## config.mk

```make
export PLATFORM = sky130hd
export DESIGN_NAME = utf16_to_utf8_bounded_transcoder
export DESIGN_NICKNAME = d
export VERILOG_FILES = /design/src/rtl/core/u16u8_pkg.sv /design/src/rtl/core/utf16_to_utf8_bounded_transcoder.sv
export SDC_FILE = /design/constraint.sdc
export NUM_CORES = 1
export LEC_CHECK = 0
export BUFFER_PORTS_ARGS = -buffer_cell sky130_fd_sc_hd__buf_2
export CORE_ASPECT_RATIO = 0.75
export CORE_MARGIN = 2
export CORE_UTILIZATION = 35
export DETAILED_ROUTE_END_ITERATION = 7
export GPL_TIMING_DRIVEN = 1
export PLACE_DENSITY_LB_ADDON = 0.2
export SKIP_CTS_REPAIR_TIMING = 1
export SLEW_MARGIN = 15
export SYNTH_ARGS = -nofsm -noshare
export SYNTH_HDL_FRONTEND = slang
export SYNTH_SLANG_ARGS = --single-unit
```

## constraint.sdc

```tcl
create_clock -name clk -period 11.9 [get_ports clk]
set_clock_uncertainty 0.1 [all_clocks]
set_input_delay 0 -clock clk [delete_from_list [all_inputs] [get_ports clk]]
set_output_delay 0 -clock clk [all_outputs]
set_load 0.02 [all_outputs]
```

## src/rtl/core/u16u8_pkg.sv

```systemverilog
// Package for the UTF-16 to UTF-8 transcoder: payload structs, code constants
// and the UTF-8 byte encoder. It depends on nothing else.
`default_nettype none

package u16u8_pkg;

  localparam int unsigned MAX_CAPACITY_DEF = 65536;
  localparam logic [16:0] CAPACITY_RESET   = 17'h10000;

  localparam logic [15:0] SURR_HIGH_MIN = 16'hd800;
  localparam logic [15:0] SURR_HIGH_MAX = 16'hdbff;
  localparam logic [15:0] SURR_LOW_MIN  = 16'hdc00;
  localparam logic [15:0] SURR_LOW_MAX  = 16'hdfff;
  localparam logic [20:0] REPLACEMENT   = 21'h00fffd;

  localparam logic [7:0]  LEAD_TWO      = 8'hc0;
  localparam logic [7:0]  CONT_MARK     = 8'h80;

  localparam logic CMD_UNIT = 1'b0;
  localparam logic CMD_END  = 1'b1;

  localparam int unsigned MAX_RESULTS = 6;

  typedef struct packed {
    logic        cmd;
    logic [15:0] code_unit;
  } src_t;

  typedef struct packed {
    logic [7:0]  out_byte;
    logic        has_byte;
    logic        is_status;
    logic [15:0] bytes_written;
    logic        input_valid;
    logic        truncated;
    logic        last;
  } res_t;

  // One encoded character: its length and bytes in emission order.
  typedef struct packed {
    logic [2:0]      len;
    logic [3:0][7:0] bytes;
  } enc_t;

  function automatic enc_t utf8_encode(input logic [20:0] cp);
    enc_t e;
    e = '0;
    if (cp < 21'h80) begin
      e.len      = 3'd1;
      e.bytes[0] = cp[7:0];
    end else if (cp < 21'h800) begin
      e.len      = 3'd2;
      e.bytes[0] = LEAD_TWO | {3'b000, cp[10:6]};
      e.bytes[1] = CONT_MARK | {2'b00, cp[5:0]};
    end else if (cp < 21'h10000) begin
      e.len      = 3'd3;
      e.bytes[0] = {4'b1110, cp[15:12]};
      e.bytes[1] = CONT_MARK | {2'b00, cp[11:6]};
      e.bytes[2] = CONT_MARK | {2'b00, cp[5:0]};
    end else begin
      e.len      = 3'd4;
      e.bytes[0] = {5'b11110, cp[20:18]};
      e.bytes[1] = CONT_MARK | {2'b00, cp[17:12]};
      e.bytes[2] = CONT_MARK | {2'b00, cp[11:6]};
      e.bytes[3] = CONT_MARK | {2'b00, cp[5:0]};
    end
    return e;
  endfunction

endpackage

`default_nettype wire

```

## src/rtl/core/utf16_to_utf8_bounded_transcoder.sv

```systemverilog
// UTF-16 to UTF-8 transcoder with a bounded output buffer; uses u16u8_pkg.
// A request passes the input register, the result buffer and the output register.
// Throughput: one result per cycle while res_stall is low, set by the single
// output register that drains the result buffer.
// Reset (rst, synchronous): string state cleared, capacity back to 65536,
// both channels empty.
`default_nettype none

module utf16_to_utf8_bounded_transcoder
  #(parameter int unsigned MAX_CAPACITY = u16u8_pkg::MAX_CAPACITY_DEF)
  (input  wire logic              clk,
   input  wire logic              rst,
   input  wire logic              cfg_wen,
   input  wire logic [16:0]       cfg_wdata,
   input  wire logic              src_valid,
   output      logic              src_stall,
   input  wire u16u8_pkg::src_t   src_data,
   output      logic              res_valid,
   input  wire logic              res_stall,
   output      u16u8_pkg::res_t   res_data);

  import u16u8_pkg::*;

  localparam logic [31:0] MAX_CAP = 32'(MAX_CAPACITY);
  localparam int unsigned IDX_W   = $clog2(MAX_RESULTS);

  // Usable bytes (capacity minus terminator), clamped to the parameter and to
  // the 16-bit byte counter. Worked out once, when the register is written.
  function automatic logic [15:0] usable_of(input logic [16:0] cap);
    logic [31:0] lim;
    logic [31:0] dec;
    lim = (32'(cap) > MAX_CAP) ? MAX_CAP : 32'(cap);
    dec = lim - 32'd1;
    if (lim == 32'd0) begin
      return 16'd0;
    end else if (dec > 32'h0000ffff) begin
      return 16'hffff;
    end
    return dec[15:0];
  endfunction

  logic [15:0] usable;

  always_ff @(posedge clk) begin
    if (rst) begin
      usable <= usable_of(CAPACITY_RESET);
    end else if (cfg_wen) begin
      usable <= usable_of(cfg_wdata);
    end
  end

  // Input register. It releases its request into the result buffer once the
  // buffer is empty or is handing over its last entry in this cycle.
  logic in_vld;
  src_t in_q;
  logic take;
  logic out_load;
  logic [IDX_W-1:0] cnt;
  logic [IDX_W-1:0] idx;

  assign out_load  = !res_valid || !res_stall;
  assign take      = in_vld && ((cnt == '0) || ((cnt == IDX_W'(1)) && out_load));
  assign src_stall = in_vld && !take;

  always_ff @(posedge clk) begin
    if (rst) begin
      in_vld <= 1'b0;
    end else if (!src_stall) begin
      in_vld <= src_valid;
    end
  end

  always_ff @(posedge clk) begin
    if (!src_stall && src_valid) begin
      in_q <= src_data;
    end
  end

  // String state.
  logic [15:0] pending_high;
  logic        pending_flag;
  logic [15:0] byte_count;
  logic        valid_flag;
  logic        truncated_flag;

  logic [15:0] pending_high_next;
  logic        pending_flag_next;
  logic [15:0] byte_count_next;
  logic        valid_flag_next;
  logic        truncated_flag_next;

  res_t [MAX_RESULTS-1:0] slots;
  logic [IDX_W-1:0]       n_res;

  // One request yields at most two characters: a replacement for a pending
  // high surrogate that is not completed (char A), then the character that
  // the current unit stands for (char B). Each is written only if it fits
  // whole; the first that does not fit latches the truncated flag.
  always_comb begin
    logic [15:0] u;
    logic        is_high;
    logic        is_low;
    logic        is_end;
    logic        emit_a;
    logic        has_b;
    logic        lone_low;
    logic [20:0] cp_b;
    logic [20:0] pair_cp;
    enc_t        enc_a;
    enc_t        enc_b;
    logic [16:0] sum_a;
    logic [16:0] sum_b;
    logic        a_out;
    logic        b_out;
    logic        trunc1;
    logic [15:0] count1;
    logic [2:0]  n_a;
    logic [2:0]  n_b;
    logic [2:0]  j;

    u        = in_q.code_unit;
    is_end   = (in_q.cmd == CMD_END);
    is_high  = (u >= SURR_HIGH_MIN) && (u <= SURR_HIGH_MAX);
    is_low   = (u >= SURR_LOW_MIN) && (u <= SURR_LOW_MAX);
    pair_cp  = 21'h10000 + {1'b0, pending_high[9:0], u[9:0]};

    emit_a   = pending_flag && (is_end || !is_low);
    lone_low = !is_end && is_low && !pending_flag;
    has_b    = !is_end && !is_high;
    if (!is_end && pending_flag && is_low) begin
      cp_b = pair_cp;
    end else if (lone_low) begin
      cp_b = REPLACEMENT;
    end else begin
      cp_b = {5'd0, u};
    end

    enc_a = utf8_encode(REPLACEMENT);
    enc_b = utf8_encode(cp_b);

    sum_a  = {1'b0, byte_count} + 17'(enc_a.len);
    a_out  = emit_a && !truncated_flag && (sum_a <= {1'b0, usable});
    trunc1 = truncated_flag || (emit_a && !a_out);
    count1 = a_out ? sum_a[15:0] : byte_count;

    sum_b  = {1'b0, count1} + 17'(enc_b.len);
    b_out  = has_b && !trunc1 && (sum_b <= {1'b0, usable});
    truncated_flag_next = trunc1 || (has_b && !b_out);
    byte_count_next     = b_out ? sum_b[15:0] : count1;
    valid_flag_next     = valid_flag && !emit_a && !lone_low;

    n_a   = a_out ? enc_a.len : 3'd0;
    n_b   = b_out ? enc_b.len : 3'd0;
    n_res = IDX_W'(n_a + n_b + {2'b00, is_end});

    for (int k = 0; k < MAX_RESULTS; k++) begin
      slots[k] = '0;
      j = 3'(k) - n_a;
      if (3'(k) < n_a) begin
        slots[k].out_byte = enc_a.bytes[k[1:0]];
        slots[k].has_byte = 1'b1;
      end else if (3'(k) < (n_a + n_b)) begin
        slots[k].out_byte = enc_b.bytes[j[1:0]];
        slots[k].has_byte = 1'b1;
      end else if (is_end && (3'(k) == (n_a + n_b))) begin
        slots[k].is_status     = 1'b1;
        slots[k].bytes_written = byte_count_next;
        slots[k].input_valid   = valid_flag_next;
        slots[k].truncated     = truncated_flag_next;
      end
      slots[k].last = (n_res != '0) && (IDX_W'(k) == (n_res - IDX_W'(1)));
    end

    if (is_end) begin
      pending_flag_next = 1'b0;
      pending_high_next = 16'd0;
    end else if (pending_flag && is_low) begin
      pending_flag_next = 1'b0;
      pending_high_next = 16'd0;
    end else begin
      pending_flag_next = is_high;
      pending_high_next = is_high ? u : 16'd0;
    end
  end

  always_ff @(posedge clk) begin
    if (rst) begin
      pending_high   <= 16'd0;
      pending_flag   <= 1'b0;
      byte_count     <= 16'd0;
      valid_flag     <= 1'b1;
      truncated_flag <= 1'b0;
    end else if (take) begin
      pending_high <= pending_high_next;
      pending_flag <= pending_flag_next;
      if (in_q.cmd == CMD_END) begin
        // The status has already been formed from the updated values.
        byte_count     <= 16'd0;
        valid_flag     <= 1'b1;
        truncated_flag <= 1'b0;
      end else begin
        byte_count     <= byte_count_next;
        valid_flag     <= valid_flag_next;
        truncated_flag <= truncated_flag_next;
      end
    end
  end

  // Result buffer: the results of one request, drained one per cycle into
  // the output register while the output is not stalled. A new request may
  // load it in the same cycle that its last entry leaves.
  res_t [MAX_RESULTS-1:0] res_buf;
  logic                   pop;

  assign pop = (cnt != '0) && out_load;

  always_ff @(posedge clk) begin
    if (rst) begin
      cnt <= '0;
      idx <= '0;
    end else if (take) begin
      cnt <= n_res;
      idx <= '0;
    end else if (pop) begin
      cnt <= cnt - IDX_W'(1);
      idx <= idx + IDX_W'(1);
    end
  end

  always_ff @(posedge clk) begin
    if (take) begin
      res_buf <= slots;
    end
  end

  // Output register.
  always_ff @(posedge clk) begin
    if (rst) begin
      res_valid <= 1'b0;
    end else if (out_load) begin
      res_valid <= (cnt != '0);
    end
  end

  always_ff @(posedge clk) begin
    if (pop) begin
      res_data <= res_buf[idx];
    end
  end

  // The buffer never holds more than one request's worth of results.
  a_cnt_bound: assert property (@(posedge clk) disable iff (rst)
    cnt <= IDX_W'(MAX_RESULTS))
    else $error("result buffer count out of range");

  // Every result is either a byte or the status, never both.
  a_kind: assert property (@(posedge clk) disable iff (rst)
    res_valid |-> (res_data.has_byte != res_data.is_status))
    else $error("result is neither a byte nor a status");

  // The status closes its request.
  a_status_last: assert property (@(posedge clk) disable iff (rst)
    (res_valid && res_data.is_status) |-> res_data.last)
    else $error("status result without last");

  // An end request leaves the string state as after reset.
  a_end_clears: assert property (@(posedge clk) disable iff (rst)
    (take && (in_q.cmd == CMD_END)) |=>
      (!pending_flag && (byte_count == 16'd0) && valid_flag && !truncated_flag))
    else $error("string state not cleared after end");

  // Written bytes never exceed the usable space.
  a_count_fits: assert property (@(posedge clk) disable iff (rst || cfg_wen)
    (take && (in_q.cmd == CMD_UNIT)) |-> (byte_count_next <= usable)
      || (byte_count_next == byte_count))
    else $error("byte count beyond usable space");

endmodule

`default_nettype wire
```

==> impl_metrics.json, run 1 <==
{
  "run_status": "finished, violations left",
  "failed_checks": "hold timing",
  "num_vias": 11033,
  "post_dr_wirelength_cell_um": 20.03,
  "clk_latency_ps": 560,
  "h-tree-depth": 1,
  "dieArea_um2": 43920,
  "synth-edff-count": 219,
  "yosys_warn_count": 0,
  "tritoncts": "done",
  "synth-seq-cells": 272,
  "mappedNetlistArea_um2": 14790,
  "synth_cell_type_count": 87,
  "avgSynthCellArea_um2": 10.98,
  "grt-ovfl-total": 0,
  "route.antenna.remaining_nets": 0,
  "drt_pass1_iterations": 5,
  "maxSlewHeadroom_pct": 27.50,
  "cts.sinks": 272,
  "synth-main-ff-cell": "sky130_fd_sc_hd__edfxtp_1",
  "whs_endpoint": "usable[12]",
  "root_buffer": "sky130_fd_sc_hd__clkbuf_16",
  "cts.clk_slew.worst_paths_ps": 60,
  "critical-path-slowest-cell": "sky130_fd_sc_hd__dfxtp_1",
  "grt_setup_unrepaired": "no",
  "top_level_ports": 70,
  "max_freq_mhz": 93.91,
  "post_drt_via_cell_ratio": 5.459,
  "dr.first_iter.drc_count": 858,
  "path_common_cell": "sky130_fd_sc_hd__nand3_1",
  "worst_case_vdd_ir_drop_v": 0.0001274,
  "r2r_slack_ps": 1250,
  "synthTopCellsByArea": "sky130_fd_sc_hd__edfxtp_1 44%, sky130_fd_sc_hd__dfxtp_1 7.2%, sky130_fd_sc_hd__nor3_1 4.4%",
  "drt_drc_violations_left": 0,
  "powerDensity_nw_per_um2": 177.3,
  "setup_tns_ps": 0,
  "setup_viol": 0,
  "buffer_ports.inserted": 69,
  "worst_ep_required_time_ps": 12070,
  "worstSetupStartpointType": "flop",
  "min_delay_path_depth": 3,
  "multiInputGateArea_um2": 6539,
  "sequential_cell_area_um2": 7641,
  "terminus_of_the_critical_flop_to_flop_path": "res_buf[20]",
  "yosys.area.top_type": "sky130_fd_sc_hd__edfxtp_1",
  "r2r_start": "byte_count[6]",
  "critical_path_arrival_ps": 10820,
  "maxSlewViolCount": 0,
  "layout_commonest_cell": "sky130_fd_sc_hd__edfxtp_1",
  "groute.usage.overall_pct": 18.48,
  "drv.max_cap_violation_count": 0,
  "cp-startpoint": "byte_count[6]",
  "total_power_mw": 3.041,
  "floorplan.core_area_um2": 41880,
  "setup.worst_path.end_class": "flop",
  "static-leakage-power_nw": 6.063,
  "worstHoldStart": "cfg_wen",
  "antenna_found_initial": 0,
  "synthesis.instances": 1346,
  "nNetsFinal": 1517,
  "dp_hpwl_um": 27060,
  "criticalPathCategory": "flop to flop",
  "fillCellCount": 3995,
  "die_height_um": 182.0,
  "critical_path_peak_fanout": 39,
  "r2r.worst_path.cells": 36,
  "hold_path_class": "primary input to flop",
  "min_period_over_period_pct": 89.48,
  "dieWidth_um": 241.3,
  "fp-row-count": 65,
  "leading_cell_types_in_the_layout_fill_and_taps_excluded": "219 x sky130_fd_sc_hd__edfxtp_1, 129 x sky130_fd_sc_hd__nor3_1, 98 x sky130_fd_sc_hd__nor2_1",
  "start_util_pct": 35.30,
  "drt-total-wl_um": 40480,
  "cts_made_buffers": 28,
  "maximum_number_of_pins_on_one_net_before_global_route_repair": 98,
  "grt_pass1_vias": 10566,
  "antennaDiodeCount": 0,
  "worst_slew_pin_slew_ps": 1085,
  "place_congestion": 0.9279,
  "drive_gt1_share_pct": 13.57,
  "worst_path_largest_cell_delay_ps": 680,
  "fin_worst_hold_slack_ps": -29.22,
  "timing.final.crit_period_ps": 10650,
  "async_reset_ff_share_pct": 0,
  "timing.final.hold_violations": 5,
  "first_pass_grt_wire_length_um": 63380,
  "area_growth_synth_to_finish_pct": 15.97,
  "synth_top_area_share_pct": 44.48,
  "cts-root-to-sink-buffers": 3,
  "synth_seq_area_share_pct": 51.65
}
==> state kept, by name (all words and copies together) (netlist names), 3 cells and up <==
register,cells
res_buf,173
res_data,29
in_q,17
byte_count,16
usable,16
pending_high,10
cnt,3
idx,3
==> how the worst max path moves through the flow <==
stage / endpoint / cells after the start / slack [ps]
after floorplan: res_buf[99] / 42 / 3100
after global placement: res_buf[21] / 36 / 1690
after detailed placement: res_buf[20] / 36 / 1380
after CTS: res_buf[20] / 36 / 1340
after global routing: res_buf[89] / 36 / 470
final: res_buf[20] / 36 / 1250
==> through the flow <==
step | utilization (%) | hold slack (ps) | setup WS, ps | std cells | cell area, um2
after global routing | 40.94 | 13.74 | 469.9 | 2021 | 17150
after global placement | 37.34 | 76.29 | 1687 | 1910 | 15640
after detailed placement | 37.34 | 78.09 | 1378 | 1910 | 15640
after CTS | 39.50 | -519.4 | 1340 | 1962 | 16540
after floorplan | - | -1.131 | 3105 | 1347 | 14790
final | 40.94 | -29.22 | 1251 | 2021 | 17150
==> critical path, delay by kind of cell, from the launching register on <==
family | cells | cell delay (ps)
flops | 1 | 680
buf+inv | 4 | 870
fa+ha+maj | 5 | 1530
simple gates | 17 | 4210
xor+xnor | 2 | 250
compound gates | 8 | 2650
==> metal layers <==
layer  vias up  part of all wire [%]  GRT usage [%]  routed length, um
met3        55                   5.7          3.390               2290
li1       5296                     -              -                  -
met4         0                   2.2          4.123                878
met5         -                     0              0                  0
met2       280                    43          26.64              17410
met1      5402                    49          28.52              19900
==> cell type report <==
type / count / area share, %
multi-input combinational: 912 / 38.13
clock buffer: 31 / 4.276
sequential: 272 / 44.56
tap: 569 / 4.152
inverter: 66 / 1.474
clock inverter: 21 / 0.9778
timing repair buffer: 150 / 6.422
==> synthesized netlist by cell type (all sizes together), types with 5 or more instances <==
library cell	instances
nor2	99
nand2	89
o21a	9
o211ai	7
mux2i	38
a2bb2oi	6
nor3	132
a2111oi	6
mux4	28
nand3	31
nand2b	5
or3	6
inv	65
xnor2	31
a21o	8
a211oi	12
a221o	18
o21ai	49
or2	7
a21oi	52
clkbuf	65
and2	8
xor2	31
nor4	11
a22o	12
nand4	12
dfxtp	53
edfxtp	219
o22a	7
and4	7
nor4b	21
buf	32
nor2b	5
and3	6
ha	46
a31oi	11
o22ai	38
==> cells by family (layout without fill, tap and decap cells) <==
kind of cell | count (synthesis) | count (layout) | share of synthesized area (%)
xor+xnor | 63 | 63 | 3.833
simple gates | 456 | 456 | 15.75
mux | 68 | 68 | 7.015
compound gates | 275 | 275 | 13.12
buf+inv | 163 | 268 | 4.443
fa+ha+maj | 48 | 48 | 4.163
flops | 272 | 272 | 51.65
other cells | 1 | 2 | 0.02536
==> power by group <==
part / switching [mW] / internal (mW) / total (mW) / leakage (nW)
Clock: 0.386 / 0.488 / 0.875 / 0.435
Sequential: 0.0746 / 1.28 / 1.36 / 2.52
Combinational: 0.504 / 0.305 / 0.809 / 3.11
No activity file was read; power rests on OpenSTA's default activity.
==> run 2: changes to the inputs <==
--- a/config.mk
+++ b/config.mk
@@ -10,7 +10,7 @@
 export CORE_MARGIN = 2
 export CORE_UTILIZATION = 35
 export DETAILED_ROUTE_END_ITERATION = 7
-export GPL_TIMING_DRIVEN = 1
+export GPL_TIMING_DRIVEN = 0
 export PLACE_DENSITY_LB_ADDON = 0.2
 export SKIP_CTS_REPAIR_TIMING = 1
 export SLEW_MARGIN = 15
==> impl_metrics.json, run 2 (synthesis results as in run 1) <==
{
  "worstSetupStartpointType": "flop",
  "clock_power_share_pct": 30.4,
  "layout_commonest_cell": "sky130_fd_sc_hd__edfxtp_1",
  "num_vias": 11816,
  "worst_path_largest_cell_delay_ps": 480,
  "run_status": "finished, violations left",
  "dr.first_iter.drc_count": 1087,
  "path_common_cell": "sky130_fd_sc_hd__ha_1",
  "timing.final.hold_violations": 1,
  "fin_worst_hold_slack_ps": -43.17,
  "critical-path-slowest-cell": "sky130_fd_sc_hd__fa_1",
  "worst_ep_required_time_ps": 12130,
  "place_congestion": 0.9086,
  "grt_setup_unrepaired": "no",
  "leading_cell_types_in_the_layout_fill_and_taps_excluded": "219 x sky130_fd_sc_hd__edfxtp_1, 131 x sky130_fd_sc_hd__nor3_1, 97 x sky130_fd_sc_hd__nor2_1",
  "cts.clk_slew.worst_paths_ps": 60,
  "drt-total-wl_um": 44850,
  "min_delay_path_depth": 4,
  "terminus_of_the_critical_flop_to_flop_path": "res_buf[97]",
  "largest_register_ff_count": 173,
  "cts.sinks": 272,
  "maximum_number_of_pins_on_one_net_before_global_route_repair": 116,
  "postLayoutCellArea_um2": 17470,
  "powerDensity_nw_per_um2": 181.7,
  "fp-row-count": 65,
  "net_switching_power_of_the_design_uw": 999.7,
  "total_power_mw": 3.174,
  "setup_tns_ps": 0,
  "route.antenna.remaining_nets": 0,
  "tritoncts": "done",
  "hold_path_class": "primary input to flop",
  "antenna_found_initial": 0,
  "post_drt_via_cell_ratio": 5.645,
  "failed_checks": "hold timing",
  "r2r.worst_path.cells": 43,
  "worst_slew_pin_slew_ps": 1170,
  "criticalPathCategory": "flop to flop",
  "static-leakage-power_nw": 6.238,
  "setup.worst_path.end_class": "flop",
  "groute.usage.overall_pct": 20.44,
  "whs_endpoint": "usable[12]",
  "cellInternalPower_mw": 2.175,
  "start_util_pct": 35.30,
  "cts_made_buffers": 30,
  "reg_top3": "res_buf: 173 flops, res_data: 29 flops, in_q: 17 flops",
  "nNetsFinal": 1587,
  "seq_power_share_pct": 42.1,
  "critical_path_arrival_ps": 11420,
  "root_buffer": "sky130_fd_sc_hd__clkbuf_16",
  "grt_pass1_vias": 11172,
  "first_pass_grt_wire_length_um": 68310,
  "dieArea_um2": 43920,
  "post_dp_cell_area_um2": 15920,
  "power.switching_fraction_pct": 31.49,
  "dieWidth_um": 241.3,
  "buffer_ports.inserted": 68,
  "max_freq_mhz": 89.42,
  "area_growth_synth_to_finish_pct": 18.17,
  "setup_viol": 0,
  "maxSlewViolCount": 0,
  "post_dr_wirelength_cell_um": 21.43,
  "die_height_um": 182.0,
  "drive_gt1_share_pct": 13.39,
  "clk_latency_ps": 570,
  "top_level_ports": 70,
  "drt_drc_violations_left": 0,
  "floorplan.core_area_um2": 41880,
  "r2r_start": "byte_count[0]",
  "drt_pass1_iterations": 5,
  "top_register": "res_buf",
  "cts-root-to-sink-buffers": 3,
  "antennaDiodeCount": 0,
  "p_comb_share_pct": 27.5,
  "h-tree-depth": 1,
  "worst_case_vdd_ir_drop_v": 0.0001347,
  "drv.max_cap_violation_count": 0,
  "dp_hpwl_um": 32100,
  "worstHoldStart": "cfg_wdata[12]",
  "min_period_over_period_pct": 93.98,
  "timing.final.crit_period_ps": 11180,
  "grt-ovfl-total": 0,
  "maxSlewHeadroom_pct": 19.74,
  "critical_path_peak_fanout": 10,
  "r2r_slack_ps": 720
}
-- run 2: stage by stage --
| stage | setup WS (ps) | hold WS [ps] | cells | util, % |
|---|---|---|---|---|
| 2_1_floorplan | 3105 | -1.131 | 1347 | - |
| 3_3_place_gp | 152.1 | 76.30 | 1984 | 37.82 |
| 3_5_place_dp | 112.5 | 78.10 | 1986 | 38.00 |
| 4_1_cts | 54.86 | -512.2 | 2042 | 40.41 |
| 5_1_grt | 111.1 | 21.54 | 2093 | 41.71 |
| 6_report | 716.9 | -43.17 | 2093 | 41.71 |
-- run 2: worst max-delay path by stage --
stage | endpoint | slack, ps | startpoint
floorplan | res_buf[99] | 3100 | byte_count[0]
global placement | res_buf[162] | 150 | byte_count[0]
detailed placement | res_buf[162] | 110 | byte_count[0]
CTS | res_buf[162] | 50 | byte_count[0]
global route | res_buf[97] | 110 | byte_count[0]
finish | res_buf[97] | 720 | byte_count[0]
-- run 2: power by group through the flow --
stage,sequential [mW],combinational (mW),clock (mW)
after detailed placement,1.36,0.861,0
after floorplan,1.44,0.503,0
final,1.34,0.872,0.965
after global placement,1.40,0.828,0
after CTS,1.34,0.866,0.979
after global routing,1.35,0.952,1.01
-- run 2: layer usage --
metal / up-vias / GRT usage [%] / share of wire [%]
li1: 5438 / - / -
met2: 490 / 29.05 / 41
met4: 0 / 4.864 / 2.5
met1: 5818 / 31.41 / 48
met3: 70 / 4.302 / 8.5
met5: - / 0 / 0
-- run 2: critical path, delay by kind of cell, from the launching register on --
kind                     cells  cell delay, ps
flip-flops                   1             450
XOR/XNOR                     2             330
multiplexers                 1             300
adder cells (fa/ha/maj)      6            1840
AND/OR/NAND/NOR             13            3160
AO/OA/AOI/OAI               10            2440
buffers and inverters       11            2280
-- run 2: area by class of cell --
cell class / count / area [um2]
Buffer: 97 / 415.4
Clock buffer: 47 / 885.9
Clock inverter: 9 / 125.1
Fill cell: 4087 / 24410
Inverter: 66 / 255.2
Multi-Input combinational cell: 912 / 6545
Sequential cell: 272 / 7637
Tap cell: 569 / 711.9
Timing Repair Buffer: 121 / 895.9
